<file path="src/hw/rtl/slrg_pkg.sv">
// ----------------------------------------------------------------------------
// slrg_pkg
// Shared types and constants for the shuffled Lehmer random generator.
// ----------------------------------------------------------------------------
`default_nettype none

package slrg_pkg;

    localparam int VALUE_W = 31;
    localparam int MULT_W  = 15;
    localparam int PROD_W  = VALUE_W + MULT_W;

    typedef logic [VALUE_W-1:0] value_t;
    typedef logic [PROD_W-1:0]  prod_t;

    localparam logic [MULT_W-1:0]  LCG_MULT = 15'd16807;
    localparam logic [VALUE_W-1:0] LCG_MOD  = 31'h7FFF_FFFF;
    // modulus minus one, used to size the table index divisor
    localparam int LCG_MOD_M1   = 2147483646;
    localparam int WARMUP_EXTRA = 8;

endpackage

`default_nettype wire

</file>
<file path="src/hw/rtl/shuffled_lehmer_random_generator_top.sv">
// ----------------------------------------------------------------------------
// shuffled_lehmer_random_generator_top
// Minimal-standard Lehmer generator feeding a Bays-Durham shuffle table.
//
// Request channel: req_valid / req_stall carry action and seed_value. The
// block takes a request only when idle; req_stall stays high while one is
// being worked on. Response channel: rsp_valid / rsp_stall carry one
// random_value per request, held in an output register.
// A draw after acceptance runs the table index by a reciprocal
// multiply, the table read with the next generator value, then the swap
// into the output register; the next request waits for the swap.
// A reseed, or the first draw after reset, adds a warmup that steps
// the generator and loads the table; each warmup step uses the
// registered multiplier in S_SEED_MUL and the modular fold in S_SEED_RED.
// Reset leaves the generator unseeded; the first draw seeds with 1.
// A stalled response holds its value; the block may accept the next
// request meanwhile and waits before the table swap until the output
// register is free.
// ----------------------------------------------------------------------------
`default_nettype none

module shuffled_lehmer_random_generator_top #(
    parameter int TABLE_SIZE = 32
) (
    input  wire logic            clk,
    input  wire logic            rst_n,
    input  wire logic            req_valid,
    output logic                 req_stall,
    input  wire logic            action,
    input  wire slrg_pkg::value_t seed_value,
    output logic                 rsp_valid,
    input  wire logic            rsp_stall,
    output slrg_pkg::value_t     random_value
);

    localparam int IDX_W   = $clog2(TABLE_SIZE);
    localparam int CNT_W   = $clog2(TABLE_SIZE + slrg_pkg::WARMUP_EXTRA);
    localparam int IDX_DIV = 1 + (slrg_pkg::LCG_MOD_M1 / TABLE_SIZE);
    // reciprocal of the index divisor, exact for every 31-bit shuffle value
    localparam int RECIP_SHIFT = slrg_pkg::VALUE_W + $clog2(IDX_DIV);
    localparam logic [31:0] RECIP =
        32'(((64'd1 << RECIP_SHIFT) + 64'(IDX_DIV) - 64'd1) / 64'(IDX_DIV));
    localparam logic [CNT_W-1:0] WARM_LAST =
        CNT_W'(TABLE_SIZE + slrg_pkg::WARMUP_EXTRA - 1);

    localparam logic [2:0] S_IDLE     = 3'd0;
    localparam logic [2:0] S_SEED_MUL = 3'd1;
    localparam logic [2:0] S_SEED_RED = 3'd2;
    localparam logic [2:0] S_DRAW     = 3'd3;
    localparam logic [2:0] S_READ     = 3'd4;
    localparam logic [2:0] S_SWAP     = 3'd5;

    logic [2:0]       state_reg;
    logic [CNT_W-1:0] cnt_reg;
    slrg_pkg::value_t x_reg;
    slrg_pkg::value_t x_next;
    slrg_pkg::value_t shuffle_reg;
    logic [62:0]      idx_prod_reg;
    logic [IDX_W-1:0] idx_reg;
    logic             rsp_valid_reg;
    slrg_pkg::value_t rsp_value_reg;

    slrg_pkg::value_t table_mem [TABLE_SIZE];
    slrg_pkg::value_t rd_data_reg;

    logic             req_accept;
    logic             out_free;
    slrg_pkg::value_t seed_start;
    logic [IDX_W-1:0] idx_raw;
    logic [IDX_W-1:0] idx_clamped;
    logic             wr_en;
    logic [IDX_W-1:0] wr_addr;
    slrg_pkg::value_t wr_data;

    slrg_lehmer_step u_step (
        .clk    (clk),
        .x      (x_reg),
        .x_next (x_next)
    );

    assign req_stall    = (state_reg != S_IDLE);
    assign req_accept   = req_valid && !req_stall;
    assign out_free     = !rsp_valid_reg || !rsp_stall;
    assign rsp_valid    = rsp_valid_reg;
    assign random_value = rsp_value_reg;

    // zero and the modulus itself both reduce to a zero seed, taken as 1
    assign seed_start = ((seed_value == '0) || (seed_value == slrg_pkg::LCG_MOD))
                      ? slrg_pkg::VALUE_W'(1) : seed_value;

    assign idx_raw     = IDX_W'(idx_prod_reg >> RECIP_SHIFT);
    assign idx_clamped = ((IDX_W+1)'(idx_raw) >= (IDX_W+1)'(TABLE_SIZE))
                       ? IDX_W'(TABLE_SIZE - 1) : idx_raw;

    always_comb
    begin
        wr_en   = 1'b0;
        wr_addr = idx_reg;
        wr_data = x_reg;
        if ((state_reg == S_SEED_RED) && (cnt_reg < CNT_W'(TABLE_SIZE)))
        begin
            wr_en   = 1'b1;
            wr_addr = cnt_reg[IDX_W-1:0];
            wr_data = x_next;
        end
        else if ((state_reg == S_SWAP) && out_free)
        begin
            wr_en = 1'b1;
        end
    end

    always_ff @(posedge clk)
    begin
        if (wr_en)
        begin
            table_mem[wr_addr] <= wr_data;
        end
        if (state_reg == S_READ)
        begin
            rd_data_reg <= table_mem[idx_clamped];
        end
    end

    always_ff @(posedge clk or negedge rst_n)
    begin
        if (!rst_n)
        begin
            state_reg     <= S_IDLE;
            cnt_reg       <= '0;
            x_reg         <= slrg_pkg::VALUE_W'(1);
            shuffle_reg   <= '0;
            idx_prod_reg  <= '0;
            idx_reg       <= '0;
            rsp_valid_reg <= 1'b0;
            rsp_value_reg <= '0;
        end
        else
        begin
            if (rsp_valid_reg && !rsp_stall && (state_reg != S_SWAP))
            begin
                rsp_valid_reg <= 1'b0;
            end
            unique case (state_reg)
                S_IDLE:
                begin
                    if (req_accept)
                    begin
                        if (action)
                        begin
                            x_reg     <= seed_start;
                            cnt_reg   <= WARM_LAST;
                            state_reg <= S_SEED_MUL;
                        end
                        else if (shuffle_reg == '0)
                        begin
                            x_reg     <= slrg_pkg::VALUE_W'(1);
                            cnt_reg   <= WARM_LAST;
                            state_reg <= S_SEED_MUL;
                        end
                        else
                        begin
                            state_reg <= S_DRAW;
                        end
                    end
                end
                S_SEED_MUL:
                begin
                    state_reg <= S_SEED_RED;
                end
                S_SEED_RED:
                begin
                    x_reg <= x_next;
                    if (cnt_reg == '0)
                    begin
                        // entry 0 is the last value loaded
                        shuffle_reg <= x_next;
                        state_reg   <= S_DRAW;
                    end
                    else
                    begin
                        cnt_reg   <= cnt_reg - CNT_W'(1);
                        state_reg <= S_SEED_MUL;
                    end
                end
                S_DRAW:
                begin
                    // table index as a multiply by the divisor's reciprocal
                    idx_prod_reg <= 63'(shuffle_reg) * 63'(RECIP);
                    state_reg    <= S_READ;
                end
                S_READ:
                begin
                    idx_reg   <= idx_clamped;
                    x_reg     <= x_next;
                    state_reg <= S_SWAP;
                end
                S_SWAP:
                begin
                    if (out_free)
                    begin
                        shuffle_reg   <= rd_data_reg;
                        rsp_value_reg <= rd_data_reg;
                        rsp_valid_reg <= 1'b1;
                        state_reg     <= S_IDLE;
                    end
                end
                default:
                begin
                    state_reg <= S_IDLE;
                end
            endcase
        end
    end

    // a response appears only out of the table swap
    assert property (@(posedge clk) disable iff (!rst_n)
        $rose(rsp_valid_reg) |-> ($past(state_reg) == S_SWAP))
        else $error("response raised outside the table swap");

    // the draw never starts unseeded
    assert property (@(posedge clk) disable iff (!rst_n)
        (state_reg == S_DRAW) |-> (shuffle_reg != '0))
        else $error("draw started with an unseeded shuffle value");

    // the generator state never collapses to zero
    assert property (@(posedge clk) disable iff (!rst_n)
        x_reg != '0)
        else $error("lehmer state reached zero");

    // a swap must not overwrite a response still waiting
    assert property (@(posedge clk) disable iff (!rst_n)
        (rsp_valid_reg && rsp_stall) |=> $stable(rsp_value_reg))
        else $error("pending response overwritten");

    // the table index stays within the table
    assert property (@(posedge clk) disable iff (!rst_n)
        (state_reg == S_SWAP) |-> ((IDX_W+1)'(idx_reg) < (IDX_W+1)'(TABLE_SIZE)))
        else $error("table index out of range");

endmodule

`default_nettype wire

</file>
<file path="src/hw/rtl/slrg_lehmer_step.sv">
// ----------------------------------------------------------------------------
// slrg_lehmer_step
// One minimal-standard step x' = 16807 * x mod (2^31 - 1); the product is
// registered, and the folded reduction is combinational from that register.
// ----------------------------------------------------------------------------
`default_nettype none

module slrg_lehmer_step (
    input  wire logic            clk,
    input  wire slrg_pkg::value_t x,
    output slrg_pkg::value_t     x_next
);

    slrg_pkg::prod_t prod_reg;
    logic [slrg_pkg::VALUE_W:0] fold_sum;

    always_ff @(posedge clk)
    begin
        prod_reg <= slrg_pkg::PROD_W'(x) * slrg_pkg::PROD_W'(slrg_pkg::LCG_MULT);
    end

    // 2^31 == 1 mod m, so high part folds onto the low part
    always_comb
    begin
        fold_sum = {1'b0, prod_reg[slrg_pkg::VALUE_W-1:0]}
                 + (slrg_pkg::VALUE_W+1)'(prod_reg[slrg_pkg::PROD_W-1:slrg_pkg::VALUE_W]);
        if (fold_sum >= {1'b0, slrg_pkg::LCG_MOD})
        begin
            x_next = slrg_pkg::VALUE_W'(fold_sum - {1'b0, slrg_pkg::LCG_MOD});
        end
        else
        begin
            x_next = fold_sum[slrg_pkg::VALUE_W-1:0];
        end
    end

endmodule

`default_nettype wire

</file>
<file path="config.mk">
export PLATFORM = sky130hd
export DESIGN_NAME = shuffled_lehmer_random_generator_top
export DESIGN_NICKNAME = d
export VERILOG_FILES = /design/src/hw/rtl/slrg_pkg.sv /design/src/hw/rtl/shuffled_lehmer_random_generator_top.sv /design/src/hw/rtl/slrg_lehmer_step.sv
export SDC_FILE = /design/constraint.sdc
export NUM_CORES = 2
export LEC_CHECK = 0
export BUFFER_PORTS_ARGS = -buffer_cell sky130_fd_sc_hd__buf_2
export CORE_ASPECT_RATIO = 1.2
export CORE_MARGIN = 1.5
export CORE_UTILIZATION = 28
export DETAILED_ROUTE_END_ITERATION = 12
export GPL_TIMING_DRIVEN = 0
export PLACE_DENSITY = 0.41
export SYNTH_ARGS = -nofsm -noshare
export SYNTH_HDL_FRONTEND = slang
export SYNTH_HIERARCHICAL = 1
export SYNTH_SLANG_ARGS = --single-unit
</file>
<file path="constraint.sdc">
create_clock -name clk -period 15.7 [get_ports clk]
set_input_delay 1.57 -clock clk [delete_from_list [all_inputs] [get_ports clk]]
set_output_delay 1.57 -clock clk [all_outputs]
set_load 0.01 [all_outputs]
</file>
==> results.sh <==
export IMPL_grt_pass1_wl_um=238000
export IMPL_post_cts_resized=0
export IMPL_synth_most_common_cell="edfxtp_1"
export IMPL_dieArea_mm2=0.200
export IMPL_drive_gt1_share_pct=19.3
export IMPL_ys_types=93
export IMPL_setup_viol=0
export IMPL_drv_slew=0
export IMPL_start_util_pct=28.2
export IMPL_crit_path_max_fanout=7
export IMPL_worst_pin_slew_ns=1.35
export IMPL_relSlewSlack_pct=10.3
export IMPL_fin_skew_ns=0.0293
export IMPL_ys_async_sr_fraction_pct=9.56
export IMPL_fp_dieH_um=490
export IMPL_cts_sinks=1182
export IMPL_status="finished clean"
export IMPL_syn_area_mm2=0.0553
export IMPL_finalHoldViolCount=0
export IMPL_wl_um=166000
export IMPL_overflow=0
export IMPL_syn_to_final_growth_pct=16.3
export IMPL_ys_ff_latch=1182
export IMPL_endpoint_kind="register"
export IMPL_crit_required_ns=16.28
export IMPL_port_buffers=68
export IMPL_worstSetupPathType="register to register"
export IMPL_grt_pass1_vias=32100
export IMPL_finalCritPeriodShare_pct=50.1
export IMPL_gp_congestion=0.882
export IMPL_gr_usage_all_layers_pct=16.7
export IMPL_synth_nets=3770
export IMPL_syn_area_per_cell_um2=16.3
export IMPL_drv_cap=0
export IMPL_synthCells=3395
export IMPL_core_area_mm2=0.196
export IMPL_fmax_ghz=0.127
export IMPL_synth_commonest_cells="1023 x edfxtp_1, 302 x inv_1, 248 x mux4_2, 205 x ha_1, 176 x nand2_1"
export IMPL_grt_max_degree=65
export IMPL_wl_per_cell_um=26.2
export IMPL_final_nets=4011
export IMPL_die_x_um=409
export IMPL_synth_top_area_share_pct=55.6
export IMPL_htreeDepth=4
export IMPL_fin_crit_ns=7.87
export IMPL_clk_root_buffer_cell="clkbuf_16"
export IMPL_synth_edff_count=1023
export IMPL_cts_buffers_inserted=133
export IMPL_rsz0062_at_grt="false"
export IMPL_vias=30500
export IMPL_hold_path_class="register to register"
export IMPL_antenna_found_initial=6
export IMPL_critPathLaunchType="register"
export IMPL_timing_setup_tns_ns=0
export IMPL_clock_path_buffers=3
export IMPL_ant_nets=0
export IMPL_ys_seq_area_share_pct=62.4
export IMPL_synthFlopType="edfxtp_1"
export IMPL_clk_latency_ns=0.77
export IMPL_postCtsSetupRepairBufs=0
export IMPL_via_per_inst=4.79
export IMPL_path_clk_slew_ns=0.06
export IMPL_critPathArrivalTime_ns=8.45
export IMPL_num_rows=178
export IMPL_synthTopCellsByArea="edfxtp_1 56%, mux4_2 10%, dfrtp_1 5.1%, fa_1 4.9%, ha_1 4.6%"
export IMPL_cts_tree="built"
export IMPL_synth_top_area_cell="edfxtp_1"
export IMPL_first_pass_iters=5
export IMPL_largest_reg_flops=992
export IMPL_synth_warnings=6
export IMPL_drcViolationCount=0
export IMPL_hold_buffers=0
export IMPL_nFillCells=19100
export IMPL_drt_iter0_markers=2375
export IMPL_hpwl_um=118000
export IMPL_io_pins=69
## critical path, stage by stage, from the launching register on
cell	delay [ns]
dfrtp_1	0.76
inv_1	0.27
fa_1	0.56
inv_1	0.04
ha_1	0.28
fa_1	0.51
inv_1	0.05
fa_1	0.54
inv_1	0.05
fa_1	0.49
inv_1	0.05
fa_1	0.47
inv_1	0.04
ha_1	0.33
nand4_1	0.13
nor2_1	0.06
a2111oi_0	0.75
buf_1	0.21
or4_1	0.26
a21oi_1	0.15
or2_2	0.42
a21oi_1	0.29
o21ai_0	0.17
xnor2_1	0.77
## cells by family after synthesis
kind of cell	Yosys count	synth area share (%)
compound gates	396	5.20
xor+xnor	70	1.11
fa+ha+maj	339	9.50
buf+inv	456	3.39
flops	1182	62.4
mux	447	13.8
simple gates	505	4.61
## cell type report
class / instances / area [um^2] / share of cell area [%]
Buffer: 154 / 738 / 1.15
Clock buffer: 166 / 3620 / 5.63
Inverter: 302 / 1130 / 1.76
Sequential cell: 1182 / 34500 / 53.6
Clock inverter: 74 / 676 / 1.05
Antenna cell: 3 / 7.51 / 0.0117
Multi-Input combinational cell: 1757 / 19200 / 29.9
Tap cell: 2610 / 3270 / 5.08
Timing Repair Buffer: 106 / 1170 / 1.81
## layer usage
metal | wire length (um) | GRT usage [%] | share of wire (%) | up-vias
met3 | 5750 | 2.44 | 3.5 | 192
li1 | - | - | - | 13600
met5 | 13 | 0 | 0.0078 | -
met2 | 85700 | 29.7 | 52 | 626
met4 | 4300 | 4.70 | 2.6 | 2
met1 | 70400 | 21.0 | 42 | 16100
## final timing paths
check                            startpoint             endpoint  slack [ns]  cells past startpoint
max                               x_reg[14]  u_step/prod_reg[44]        7.83                     23
min                        random_value[16]     random_value[16]        0.47                      2
max reg2reg                       x_reg[14]  u_step/prod_reg[44]        7.83                     23
min reg2reg                random_value[16]     random_value[16]        0.47                      2
max in group asynchronous             rst_n      shuffle_reg[17]       14.18                      2
min in group asynchronous             rst_n      random_value[7]        0.73                      1
## cells in the final DEF, fill, tap and decap left out, types with 28 or more instances in the layout
master / synthesis / final
a2bb2oi_1: 33 / 33
inv_1: 302 / 302
nand3_1: 54 / 54
xor2_1: 28 / 28
mux2i_1: 156 / 156
nand2_1: 176 / 176
a21o_1: 45 / 45
edfxtp_1: 1023 / 1023
nand4_1: 35 / 35
fa_1: 134 / 134
dfxtp_1: 46 / 46
nor2_4: 0 / 33
clkinv_1: 0 / 29
ha_1: 205 / 205
clkbuf_16: 0 / 140
buf_2: 36 / 103
mux4_2: 248 / 248
xnor2_1: 42 / 42
clkbuf_1: 78 / 102
a21oi_1: 60 / 60
dfrtp_1: 112 / 112
a22o_1: 32 / 32
nor2_1: 93 / 60
mux2_2: 43 / 43
o21ai_0: 59 / 59
a221oi_1: 33 / 33
o22ai_1: 34 / 34
## per-stage QoR
step / setup slack [ns] / util, % / hold slack (ns) / cells / cell area (um^2)
floorplan: 9.68 / - / 0.440 / 3395 / 55300
global placement: 7.38 / 30.0 / 0.458 / 6073 / 58900
detailed placement: 7.74 / 30.6 / 0.459 / 6111 / 60000
CTS: 7.67 / 32.8 / 0.473 / 6351 / 64300
global route: 7.50 / 32.8 / 0.487 / 6352 / 64300
finish: 7.83 / 32.8 / 0.467 / 6354 / 64300
Power is not shown: default switching activity piles up to over one toggle a cycle in this logic, so the estimate is an artifact.
